**config.mk**
```make
export PLATFORM = sky130hd
export DESIGN_NAME = avi_movi_chunk_demux_core_flat
export DESIGN_NICKNAME = d
export VERILOG_FILES = /design/src/hdl/amcd_pkg.sv /design/src/hdl/amcd_chan_if.sv /design/src/hdl/amcd_walker.sv /design/src/hdl/avi_movi_chunk_demux_core.sv /design/src/flat_wrapper.sv
export SDC_FILE = /design/constraint.sdc
export NUM_CORES = 1
export LEC_CHECK = 0
export BUFFER_PORTS_ARGS = -buffer_cell sky130_fd_sc_hd__buf_2
export CORE_MARGIN = 5
export CORE_UTILIZATION = 45
export DETAILED_ROUTE_END_ITERATION = 12
export GPL_TIMING_DRIVEN = 1
export SETUP_SLACK_MARGIN = 0.15
export SYNTH_ARGS = -nofsm -noshare
export SYNTH_HDL_FRONTEND = slang
export SYNTH_SLANG_ARGS = --single-unit
export TNS_END_PERCENT = 1
```
**constraint.sdc**
```tcl
create_clock -name clk -period 8.2 [get_ports clk]
set_input_delay 1.23 -clock clk [delete_from_list [all_inputs] [get_ports clk]]
set_output_delay 1.23 -clock clk [all_outputs]
set_load 0.01 [all_outputs]
```
**src/hdl/amcd_pkg.sv**
```systemverilog
`timescale 1ns / 1ps
// ---------------------------------------------------------------------------
// amcd_pkg
// Types and constants shared by the movi chunk demux modules.
// ---------------------------------------------------------------------------
package amcd_pkg;

	localparam logic [31:0] TAG_LIST = 32'h5453494C;
	localparam logic [7:0]  CH_0     = 8'h30;
	localparam logic [7:0]  CH_D     = 8'h64;
	localparam logic [7:0]  CH_C     = 8'h63;
	localparam logic [7:0]  CH_B     = 8'h62;
	localparam logic [7:0]  VIDEO_NONE = 8'hff;

	typedef enum logic [1:0] {
		KIND_PACKET    = 2'd0,
		KIND_END_CLEAN = 2'd1,
		KIND_END_TRUNC = 2'd2
	} kind_t;

	typedef enum logic [3:0] {
		PH_HEADER  = 4'b0001,
		PH_PAYLOAD = 4'b0010,
		PH_PAD     = 4'b0100,
		PH_LTYPE   = 4'b1000
	} phase_t;

	typedef struct packed {
		kind_t       kind;
		logic [6:0]  stream_number;
		logic        video_flag;
		logic [31:0] payload_offset;
		logic [31:0] payload_length;
		logic        is_final;
	} desc_t;

endpackage

```
**src/hdl/amcd_chan_if.sv**
```systemverilog
`timescale 1ns / 1ps
// ---------------------------------------------------------------------------
// amcd channel interfaces
// Valid/ready channels for movi data bytes and for result descriptors.
// ---------------------------------------------------------------------------
interface amcd_byte_if;
	logic       valid;
	logic       ready;
	logic [7:0] data_byte;
	logic       final_byte;

	modport source (output valid, output data_byte, output final_byte, input ready);
	modport sink (input valid, input data_byte, input final_byte, output ready);
endinterface

interface amcd_desc_if;
	logic        valid;
	logic        ready;
	logic [1:0]  kind;
	logic [6:0]  stream_number;
	logic        video_flag;
	logic [31:0] payload_offset;
	logic [31:0] payload_length;
	logic        is_final;

	modport source (output valid, output kind, output stream_number, output video_flag,
		output payload_offset, output payload_length, output is_final, input ready);
	modport sink (input valid, input kind, input stream_number, input video_flag,
		input payload_offset, input payload_length, input is_final, output ready);
endinterface

```
**src/hdl/amcd_walker.sv**
```systemverilog
`timescale 1ns / 1ps
// ---------------------------------------------------------------------------
// amcd_walker
// Chunk walk state: header assembly, payload and pad skipping, LIST descent
// and descriptor generation, one byte per step.
// ---------------------------------------------------------------------------
module amcd_walker
	import amcd_pkg::*;
(
	input  logic              clk,
	input  logic              arst_n,
	input  logic              step,
	input  logic [7:0]        data_byte,
	input  logic              final_byte,
	input  logic signed [7:0] video_stream_number,
	output logic              res_valid,
	output desc_t             res
);

	phase_t      phase_q, phase_nx;
	logic [2:0]  hc_q, hc_nx;
	logic [31:0] pos_q, pos_nx;
	logic [31:0] id_q, id_nx;
	logic [31:0] size_q, size_nx;
	logic [31:0] left_q, left_nx;
	logic [31:0] start_q, start_nx;
	logic        pkt_end, pkt_zero, pkt, is_digits, vid_type, vid_match, clean;
	logic [6:0]  num;

	always_comb begin
		pos_nx   = pos_q + 32'd1;
		phase_nx = phase_q;
		hc_nx    = hc_q;
		id_nx    = id_q;
		size_nx  = size_q;
		left_nx  = left_q;
		start_nx = start_q;
		pkt_end  = 1'b0;
		pkt_zero = 1'b0;
		unique case (phase_q)
			PH_HEADER: begin
				if (!hc_q[2]) begin
					if (hc_q == 3'd0) begin
						id_nx   = '0;
						size_nx = '0;
					end
					id_nx[8*hc_q[1:0] +: 8] = data_byte;
				end else begin
					size_nx[8*hc_q[1:0] +: 8] = data_byte;
				end
				hc_nx = hc_q + 3'd1;
				if (hc_q == 3'd7) begin
					if (id_q == TAG_LIST) begin
						phase_nx = PH_LTYPE;
						left_nx  = 32'd4;
					end else if (size_nx == 32'd0) begin
						pkt_zero = 1'b1;
					end else begin
						left_nx  = size_nx;
						start_nx = pos_nx;
						phase_nx = PH_PAYLOAD;
					end
				end
			end
			PH_PAYLOAD: begin
				left_nx = left_q - 32'd1;
				if (left_q == 32'd1) begin
					pkt_end  = 1'b1;
					phase_nx = size_q[0] ? PH_PAD : PH_HEADER;
				end
			end
			PH_PAD: begin
				phase_nx = PH_HEADER;
			end
			PH_LTYPE: begin
				left_nx = left_q - 32'd1;
				if (left_q == 32'd1) begin
					phase_nx = PH_HEADER;
				end
			end
			default: begin
				phase_nx = PH_HEADER;
			end
		endcase
	end

	// two ascii digits open a packet id
	assign is_digits = (id_q[7:4] == CH_0[7:4]) && (id_q[3:0] <= 4'd9)
		&& (id_q[15:12] == CH_0[7:4]) && (id_q[11:8] <= 4'd9);
	assign num = {id_q[3:0], 3'b000} + {2'b00, id_q[3:0], 1'b0} + {3'b000, id_q[11:8]};
	assign vid_type = (id_q[23:16] == CH_D) && ((id_q[31:24] == CH_C) || (id_q[31:24] == CH_B));
	assign vid_match = !video_stream_number[7] && (video_stream_number[6:0] == num);
	assign pkt = (pkt_end || pkt_zero) && is_digits;
	assign clean = ((phase_nx == PH_HEADER) && (hc_nx == 3'd0)) || (phase_nx == PH_PAD);

	assign res_valid = step && (pkt || final_byte);

	always_comb begin
		res = '0;
		if (pkt) begin
			res.kind           = KIND_PACKET;
			res.stream_number  = num;
			res.video_flag     = vid_type && vid_match;
			res.payload_offset = pkt_zero ? pos_nx : start_q;
			res.payload_length = pkt_zero ? 32'd0 : size_q;
			res.is_final       = final_byte;
		end else begin
			res.kind     = clean ? KIND_END_CLEAN : KIND_END_TRUNC;
			res.is_final = 1'b1;
		end
	end

	always_ff @(posedge clk or negedge arst_n) begin
		if (!arst_n) begin
			phase_q <= PH_HEADER;
			hc_q    <= 3'd0;
			pos_q   <= 32'd0;
		end else if (step) begin
			if (final_byte) begin
				phase_q <= PH_HEADER;
				hc_q    <= 3'd0;
				pos_q   <= 32'd0;
			end else begin
				phase_q <= phase_nx;
				hc_q    <= hc_nx;
				pos_q   <= pos_nx;
			end
		end
	end

	always_ff @(posedge clk) begin
		if (step) begin
			id_q    <= id_nx;
			size_q  <= size_nx;
			left_q  <= left_nx;
			start_q <= start_nx;
		end
	end

	a_final_restarts: assert property (@(posedge clk) disable iff (!arst_n)
		step && final_byte |=> (phase_q == PH_HEADER) && (hc_q == 3'd0) && (pos_q == 32'd0))
		else $error("walk not restarted after final beat");
	a_pad_odd: assert property (@(posedge clk) disable iff (!arst_n)
		(phase_q == PH_PAD) |-> size_q[0])
		else $error("pad phase after even-sized chunk");
	a_packet_at_end: assert property (@(posedge clk) disable iff (!arst_n)
		pkt_end |-> (phase_q == PH_PAYLOAD) && (left_nx == 32'd0))
		else $error("packet end with bytes left");

endmodule

```
**src/hdl/avi_movi_chunk_demux_core.sv**
```systemverilog
`timescale 1ns / 1ps
// ---------------------------------------------------------------------------
// avi_movi_chunk_demux_core
// Walks the chunks of an AVI movi list and emits packet descriptors and an
// end-of-data report.
// ---------------------------------------------------------------------------
// One byte of movi data is taken per clock unless the input stalls. A beat is
// captured in an input register and walked through the chunk state from there;
// its descriptor, if any, is registered into the result register, or into the
// skid register behind it while the result register waits. The skid register
// keeps input flowing while a result waits; the input stalls only when the skid
// holds a result and a beat waits in the input register. The video stream number
// is written through cfg_wr_en/cfg_wr_data and resets to -1 (no video stream).
module avi_movi_chunk_demux_core
	import amcd_pkg::*;
(
	input  logic       clk,
	input  logic       arst_n,
	input  logic       cfg_wr_en,
	input  logic [7:0] cfg_wr_data,
	amcd_byte_if.sink  stream,
	amcd_desc_if.source result
);

	logic       valid_s1;
	logic [7:0] byte_s1;
	logic       fin_s1;
	logic       fire;
	logic       accept;
	logic       out_take;
	logic       res_valid;
	desc_t      res;
	logic       out_valid_q, skid_valid_q;
	desc_t      out_q, skid_q;
	logic signed [7:0] video_q;

	always_ff @(posedge clk or negedge arst_n) begin
		if (!arst_n) begin
			video_q <= VIDEO_NONE;
		end else if (cfg_wr_en) begin
			video_q <= cfg_wr_data;
		end
	end

	assign fire         = valid_s1 && !skid_valid_q;
	assign stream.ready = !valid_s1 || !skid_valid_q;
	assign accept       = stream.valid && stream.ready;

	always_ff @(posedge clk or negedge arst_n) begin
		if (!arst_n) begin
			valid_s1 <= 1'b0;
		end else if (accept) begin
			valid_s1 <= 1'b1;
		end else if (fire) begin
			valid_s1 <= 1'b0;
		end
	end

	always_ff @(posedge clk) begin
		if (accept) begin
			byte_s1 <= stream.data_byte;
			fin_s1  <= stream.final_byte;
		end
	end

	amcd_walker u_walker (
		.clk                 (clk),
		.arst_n              (arst_n),
		.step                (fire),
		.data_byte           (byte_s1),
		.final_byte          (fin_s1),
		.video_stream_number (video_q),
		.res_valid           (res_valid),
		.res                 (res)
	);

	// result register with skid
	assign out_take = !out_valid_q || result.ready;

	always_ff @(posedge clk or negedge arst_n) begin
		if (!arst_n) begin
			out_valid_q  <= 1'b0;
			skid_valid_q <= 1'b0;
		end else if (out_take) begin
			if (skid_valid_q) begin
				out_valid_q  <= 1'b1;
				skid_valid_q <= 1'b0;
			end else begin
				out_valid_q <= res_valid;
			end
		end else if (res_valid) begin
			skid_valid_q <= 1'b1;
		end
	end

	always_ff @(posedge clk) begin
		if (out_take) begin
			out_q <= skid_valid_q ? skid_q : res;
		end else if (res_valid) begin
			skid_q <= res;
		end
	end

	assign result.valid          = out_valid_q;
	assign result.kind           = out_q.kind;
	assign result.stream_number  = out_q.stream_number;
	assign result.video_flag     = out_q.video_flag;
	assign result.payload_offset = out_q.payload_offset;
	assign result.payload_length = out_q.payload_length;
	assign result.is_final       = out_q.is_final;

	a_skid_behind_out: assert property (@(posedge clk) disable iff (!arst_n)
		skid_valid_q |-> out_valid_q)
		else $error("skid holds a result ahead of the output register");
	a_final_reports: assert property (@(posedge clk) disable iff (!arst_n)
		fire && fin_s1 |-> res_valid)
		else $error("final beat without a result");
	a_end_is_final: assert property (@(posedge clk) disable iff (!arst_n)
		res_valid |-> (res.kind == KIND_PACKET) || res.is_final)
		else $error("end report on a beat that is not final");

endmodule

```
**src/flat_wrapper.sv**
```systemverilog
// flat-port wrapper written by rule: the top's interface ports become plain ports
module avi_movi_chunk_demux_core_flat import amcd_pkg::*;
  (clk, arst_n, cfg_wr_en, cfg_wr_data, stream_valid, stream_data_byte, stream_final_byte, stream_ready, result_valid, result_kind, result_stream_number, result_video_flag, result_payload_offset, result_payload_length, result_is_final, result_ready);
  amcd_byte_if stream_i ();
  amcd_desc_if result_i ();
  input  logic clk;
  input  logic arst_n;
  input  logic cfg_wr_en;
  input  logic [7:0] cfg_wr_data;
  input wire logic [$bits(stream_i.valid)-1:0] stream_valid;
  input wire logic [$bits(stream_i.data_byte)-1:0] stream_data_byte;
  input wire logic [$bits(stream_i.final_byte)-1:0] stream_final_byte;
  output wire logic [$bits(stream_i.ready)-1:0] stream_ready;
  output wire logic [$bits(result_i.valid)-1:0] result_valid;
  output wire logic [$bits(result_i.kind)-1:0] result_kind;
  output wire logic [$bits(result_i.stream_number)-1:0] result_stream_number;
  output wire logic [$bits(result_i.video_flag)-1:0] result_video_flag;
  output wire logic [$bits(result_i.payload_offset)-1:0] result_payload_offset;
  output wire logic [$bits(result_i.payload_length)-1:0] result_payload_length;
  output wire logic [$bits(result_i.is_final)-1:0] result_is_final;
  input wire logic [$bits(result_i.ready)-1:0] result_ready;
  assign stream_i.valid = stream_valid;
  assign stream_i.data_byte = stream_data_byte;
  assign stream_i.final_byte = stream_final_byte;
  assign stream_ready = stream_i.ready;
  assign result_valid = result_i.valid;
  assign result_kind = result_i.kind;
  assign result_stream_number = result_i.stream_number;
  assign result_video_flag = result_i.video_flag;
  assign result_payload_offset = result_i.payload_offset;
  assign result_payload_length = result_i.payload_length;
  assign result_is_final = result_i.is_final;
  assign result_i.ready = result_ready;
  avi_movi_chunk_demux_core u_core (.clk(clk), .arst_n(arst_n), .cfg_wr_en(cfg_wr_en), .cfg_wr_data(cfg_wr_data), .stream(stream_i), .result(result_i));
endmodule
```
**Yosys cells after proc, flatten, opt, wreduce, memory -nomap -nowiden**

Cells that the tools add are included.

- Add/subtract/negate cells: 6
- Magnitude comparators: 2
- Equality and inequality tests: 16
- Shifts and indexed selects: 2
- Muxes and demuxes: 41
- Bitwise gates (word level): 4
- Reductions and logical operators: 33

Operators with widths:

| kind | number |
|---|---|
| 2-to-1 mux 32 bit | 12 |
| 2-to-1 mux 75 bit | 1 |
| 2-to-1 mux 72 bit | 1 |
| bitwise mux 32 bit | 2 |
| one-hot mux 32 bit (2 select lines) | 1 |
| negator 5 -> 34 bit | 1 |
| variable shift 8 x 34 -> 32 bit (first input constant) | 1 |
| variable part select 8 x 34 -> 32 bit | 1 |
| adder 32 x 1 -> 32 bit (second input constant) | 1 |
| equality test 32 x 1 -> 1 bit (second input constant) | 1 |
| equality test 32 x 31 -> 1 bit (second input constant) | 1 |
| logical NOT 32 bit | 1 |
| subtractor 32 x 1 -> 32 bit (second input constant) | 1 |
| equality test 8 x 7 -> 1 bit (second input constant) | 3 |
| 2-to-1 mux 4 bit | 6 |
| equality test 4 x 2 -> 1 bit (second input constant) | 3 |
| 2-to-1 mux 1 bit | 12 |
| one-hot mux 4 bit (3 select lines) | 1 |
| logical AND 1 bit | 11 |
| 2-to-1 mux 3 bit | 3 |
| equality test 4 x 1 -> 1 bit (second input constant) | 2 |
| <= comparator 4 bit (second input constant) | 2 |
| adder 7 x 4 -> 7 bit | 1 |
| adder 7 x 5 -> 7 bit | 1 |
| other kinds (18) | 34 |

- Flip-flop bits (word level): 337
- Bits of input ports: 22
- Output and inout port bits: 77
- Logic and storage cells: 129

**Logic depth before layout (Yosys ltp)**

- Word-level depth: 16
- Depth in mapped cells: 13
- Depth with buffers taken out: 11

**By module**

From an unflattened synthesis, not the netlist that was laid out.

- Cells, all modules: 1137
- Area total of the unflattened synthesis: 15498.6 µm²

Modules (own cells, without submodules):

| module | times used | cells an instance | area an instance (µm²) | sequential area each (µm²) |
|---|---|---|---|---|
| amcd_walker | 1 | 864 | 9313.9 | 4820.9 |
| avi_movi_chunk_demux_core | 1 | 273 | 6184.7 | 5059.9 |

**Worst setup path before layout**

OpenSTA, ideal clock, no wires.

- Path type: input to register
- Start point: input port result_ready
- End point: register u_core.skid_q[0] (netlist name) (enable)
- Library setup time: 0.620 ns
- Data arrival time: 8.878 ns
- Required time: 7.580 ns
- Slack: -1.297 ns
- Stages: 2
- Path buffers: 0
- Cell sequence: nand2b_1 > a211oi_1

- Cells in the longest elaborated chain, start to end: 3

Ends and longest elaborated chain:

| element | RTL line | source |
|---|---|---|
| start: declaration | flat_wrapper.sv:21 | `input wire logic [$bits(result_i.ready)-1:0] result_ready;` |
| logical OR 1 bit | avi_movi_chunk_demux_core.sv:78 | `assign out_take = !out_valid_q \|\| result.ready;` |
| NOT 1 bit (no line) | n/a |  |
| AND reduction 2 bit (no line) | n/a |  |
| end signal: assignment | avi_movi_chunk_demux_core.sv:100 | `skid_q <= res;` |
| end: declaration | avi_movi_chunk_demux_core.sv:34 | `desc_t out_q, skid_q;` |

No other way between the ends.
A chain may end at the register's enable or synchronous reset.

**Final worst setup path**

- Start point: register u_core.u_walker.hc_q[0]
- End point: register u_core.skid_q[24] (netlist name) (enable)

- Cells in the longest elaborated chain, start to end: 15
- Elaborated cells on any way between the ends: 19
- Those cells by class: add/sub (1); eq/ne (1); shift (2); mux (8); reduce/logical (7)

Ends and longest elaborated chain:

| element | RTL line | source |
|---|---|---|
| start: declaration | amcd_walker.sv:21 | `logic [2:0] hc_q, hc_nx;` |
| start signal: assignment | amcd_walker.sv:125 | `hc_q <= hc_nx;` |
| negator 5 -> 34 bit | amcd_walker.sv:49 | `size_nx[8*hc_q[1:0] +: 8] = data_byte;` |
| variable part select 8 x 34 -> 32 bit or variable shift 8 x 34 -> 32 bit (tied branches) | amcd_walker.sv:49 |  |
| bitwise mux 32 bit | amcd_walker.sv:49 |  |
| 2-to-1 mux 32 bit | amcd_walker.sv:42 | `if (!hc_q[2]) begin` |
| 2-to-1 mux 32 bit | amcd_walker.sv:40 | `unique case (phase_q)` |
| logical NOT 32 bit | amcd_walker.sv:56 | `end else if (size_nx == 32'd0) begin` |
| 2-to-1 mux 1 bit | amcd_walker.sv:56 |  |
| 2-to-1 mux 1 bit | amcd_walker.sv:53 | `if (id_q == TAG_LIST) begin` |
| 2-to-1 mux 1 bit * | amcd_walker.sv:52 | `if (hc_q == 3'd7) begin` |
| 2-to-1 mux 1 bit * | amcd_walker.sv:40 |  |
| logical OR 1 bit * | amcd_walker.sv:93 | `assign pkt = (pkt_end \|\| pkt_zero) && is_digits;` |
| logical AND 1 bit * | amcd_walker.sv:93 |  |
| logical OR 1 bit * | amcd_walker.sv:96 | `assign res_valid = step && (pkt \|\| final_byte);` |
| logical AND 1 bit * | amcd_walker.sv:96 |  |
| AND reduction 2 bit (no line) * | n/a |  |

Every way passes the cells marked *; elsewhere a longest branch is shown, timed or not. The select of a mux whose other input is x is not followed.

==> key figures <==
Outcome
  • Status: finished clean

Logic synthesis
  • Distinct cell type count after synthesis: 70
  • Post-synth top area share: 55.4%
  • Area contributors post-synth: edfxtp_1 (55%), dfrtp_1 (6.6%), mux2_2 (3.0%)
  • Yosys top cell by area: edfxtp_1
  • Synth Register Bits: 337
  • Syn_nets: 1,233
  • Register area share after synthesis: 63.5%
  • Mean post-synth cell area: 13.0 sq um
  • EDFF count, synth: 287
  • YS warnings: 0
  • Synthesized instance count: 1,192
  • Post-synthesis async set-or-reset flop share: 14.8%
  • Mapped Area: 0.0156 sq mm
  • Main synth FF type: edfxtp_1

Clock network
  • Post-CTS sizing: 0
  • Number of H-tree levels: 2
  • Post-CTS Setup Inserts: 0
  • CTS Hold Bufs: 0
  • CTS clk-pin slew, worst paths: 0.06 ns
  • CTS tree: done
  • CTS max path bufs: 3
  • CTS Root Cell: clkbuf_16
  • CTS Buf Count: 38
  • Worst-skew pair later-pin latency: 0.52 ns
  • Clk sinks: 337

Critical path
  • Crit path capture type: register
  • CP Launch Type: register
  • CP Class: reg2reg
  • Crit path max fanout: 54
  • CP required: 8.39 ns
  • Critical Path AT: 5.82 ns

Global routing
  • Vias in the first global route: 9,605
  • Gr usage total: 17.8%
  • First-pass GRT wire length: 54.9 mm
  • Initial antenna violation count: 0
  • GR Overflow Total: 0
  • Largest net degree at the start of global routing: 78

Floorplanning
  • Die area: 0.0384 sq mm
  • CORE AREA: 0.0344 sq mm
  • # rows: 68
  • Initial Util: 45.2%
  • Die W: 196 um
  • Die height: 196 um
  • # IOs: 99

Placement
  • Post-DP HPWL: 23.3 mm
  • GPL Wtd Cong: 0.922
  • Placed cells: 1,693
  • Port Buffers: 98

Timing
  • Slew @ Worst Pin: 1.24 ns
  • Final hold slack: 0.525 ns
  • Period minus WS final: 5.63 ns
  • Period utilization: 68.7%
  • Max Clock Skew: 0.0308 ns
  • Final setup vio count: 0
  • RSZ-0062 raised after global routing: false
  • Fin. Hold Viols: 0
  • Slew Limit Fails: 0
  • Peak Freq: 178 MHz
  • Rel. slew slack: 17.2%
  • Setup TNS: 0 ns

Cells and area
  • Register Area: 0.00988 sq mm
  • Multi-input logic area: 0.00527 sq mm
  • Fin cells: 1,763
  • Diodes inserted: 0
  • Fin nets: 1,319
  • Layout cells sized above 1: 20.8%
  • Fillers: 3,023
  • Area delta synth->final: 13.9%

Routing
  • 1st-iter DRT viols: 689
  • DRC Markers: 0
  • Final ANT Viol Nets: 0
  • Wire length on met2: 16.6 mm
  • Detailed-route wire length per cell: 19.7 um
  • Met3 wire len: 1.56 mm
  • WL met1: 15.6 mm
  • DR vias/cell: 5.52
  • Post-Route WL: 34.7 mm
  • 1st-pass router iterations: 5
  • Via count: 9,737
  • Top sig layer: met4

Pwr
  • Worst IR Drop VDD: 174 uV
  • Static Leak: 6.54 nW
  • Power Density: 242 mW/mm^2

Run
  • # Max-Cap Violations: 0

Worst hold path
  • Tightest Hold Check Type: reg2reg
logic make-up (layout without fill, tap and decap cells):
group	count (synthesis)	count (layout)	share of synthesized area, %
adders and majority gates	19	19	1.62
and+or+nand+nor	384	384	13.5
muxes	76	76	5.22
xor gates and xnor gates	67	67	3.77
buffers and inverters	101	217	2.86
AOI/OAI and AO/OA	208	208	9.45
DFF	337	337	63.5
Yosys cell counts, drive strengths merged, types with 3 or more instances:
cell / n
edfxtp: 287
o21ai: 83
nand2: 76
nor2: 75
clkbuf: 51
a22o: 45
xnor2: 43
nand3: 42
dfrtp: 41
mux2: 41
and2: 38
mux2i: 35
inv: 34
and3: 32
nor3: 24
nor4: 24
xor2: 24
ha: 17
buf: 16
nand2b: 14
o31ai: 12
a21oi: 11
nand4: 10
or4: 10
dfstp: 9
o21bai: 8
o22ai: 8
a32o: 7
nor4b: 7
a21o: 5
or3: 5
a22oi: 4
a31o: 4
and4: 4
nor4bb: 4
or2: 4
a211oi: 3
a31oi: 3
nand3b: 3
nor2b: 3
o21a: 3
cells in the final DEF (no fill, tap or decap), types with 5 or more instances in the layout:
cell type / Yosys / final
inv_1: 34 / 34
buf_2: 4 / 98
o21ai_0: 52 / 52
nand2_1: 76 / 76
or4_1: 8 / 8
and3_1: 32 / 32
nor4b_1: 7 / 7
xnor2_1: 43 / 43
a21oi_1: 11 / 11
and2_4: 20 / 20
ha_1: 17 / 17
clkbuf_16: 0 / 38
nor2_1: 75 / 75
edfxtp_1: 287 / 287
dfrtp_1: 41 / 40
mux2i_1: 35 / 35
o31ai_2: 8 / 8
mux2_2: 41 / 41
a22o_1: 45 / 45
and2_1: 18 / 17
nor3_1: 23 / 21
a32o_1: 7 / 7
o21ai_1: 29 / 29
or3_1: 5 / 5
o21bai_1: 8 / 8
nand3_1: 42 / 42
o22ai_1: 8 / 8
bufinv_16: 0 / 5
xor2_1: 24 / 24
nor4_1: 22 / 22
dfstp_2: 9 / 9
clkinv_2: 0 / 8
buf_4: 2 / 14
nand2b_1: 14 / 13
clkbuf_1: 51 / 9
a21o_1: 5 / 5
nand4_1: 10 / 10
state kept, by name, summed over array words and instances, names as in the netlist, 2 cells and up:
signal                        flops
u_core.result.stream_number       7
u_core.skid_q                    75
u_core.u_walker.start_q          32
u_core.u_walker.id_q             32
u_core.result.payload_offset     32
u_core.u_walker.hc_q              3
u_core.u_walker.size_q           32
u_core.u_walker.phase_q           4
u_core.byte_s1                    8
u_core.result.kind                2
u_core.result.payload_length     32
u_core.video_q                    8
u_core.u_walker.left_q           32
u_core.u_walker.pos_q            32
critical path: stages, from the launching register on:
cell and delay [ns]:
dfrtp_1 0.51, inv_1 0.19, ha_1 0.50, nor2_1 0.42
a32o_1 0.40, nor3_1 0.24, o2111ai_1 0.29, nor3_2 0.22
buf_4 0.51, o21ai_4 0.06, buf_4 0.35, a211oi_4 1.08
buf_12 0.39
metal layers:
layer / track usage [%] / up-vias
li1: - / 4651
met1: 25.0 / 4779
met2: 28.9 / 252
met3: 2.68 / 55
met4: 5.56 / 0
met5: 0 / -
path summary, 6_finish.rpt:
path | endpoint | cells after the start | startpoint | slack [ns]
min | u_core.result.stream_number[6] | 2 | u_core.skid_q[72] | 0.52
min reg2reg | u_core.result.stream_number[6] | 2 | u_core.skid_q[72] | 0.52
max | u_core.skid_q[24] | 12 | u_core.u_walker.hc_q[0] | 2.57
max in group asynchronous | u_core.skid_valid_q | 2 | arst_n | 6.80
min in group asynchronous | u_core.u_walker.pos_q[1] | 2 | arst_n | 0.85
max reg2reg | u_core.skid_q[24] | 12 | u_core.u_walker.hc_q[0] | 2.57
per-stage QoR:
stage	power [mW]	worst slack [ns]	utilization [%]	area [sq um]
after floorplan	2.43	2.03	-	15600
after global placement	2.61	2.69	47.9	16500
after detailed placement	2.62	2.61	47.9	16500
after CTS	4.34	2.59	51.6	17700
after global routing	4.46	2.11	51.6	17700
final	4.29	2.57	51.6	17700
final cells by class:
class,instances,area share [%]
flip-flops and latches,337,55.8
well taps,455,3.21
inverters,34,0.720
multi-input cells,754,29.7
repair buffers,113,3.47
clock inverters,21,1.39
clock buffers,49,5.71
power by group:
| group | leakage (nW) | internal, mW | switching (mW) |
|---|---|---|---|
| combinational | 2.44 | 0.181 | 0.299 |
| sequential | 3.48 | 2.02 | 0.0829 |
| clock | 0.618 | 1.03 | 0.674 |
(Power assumes the default switching activity.)
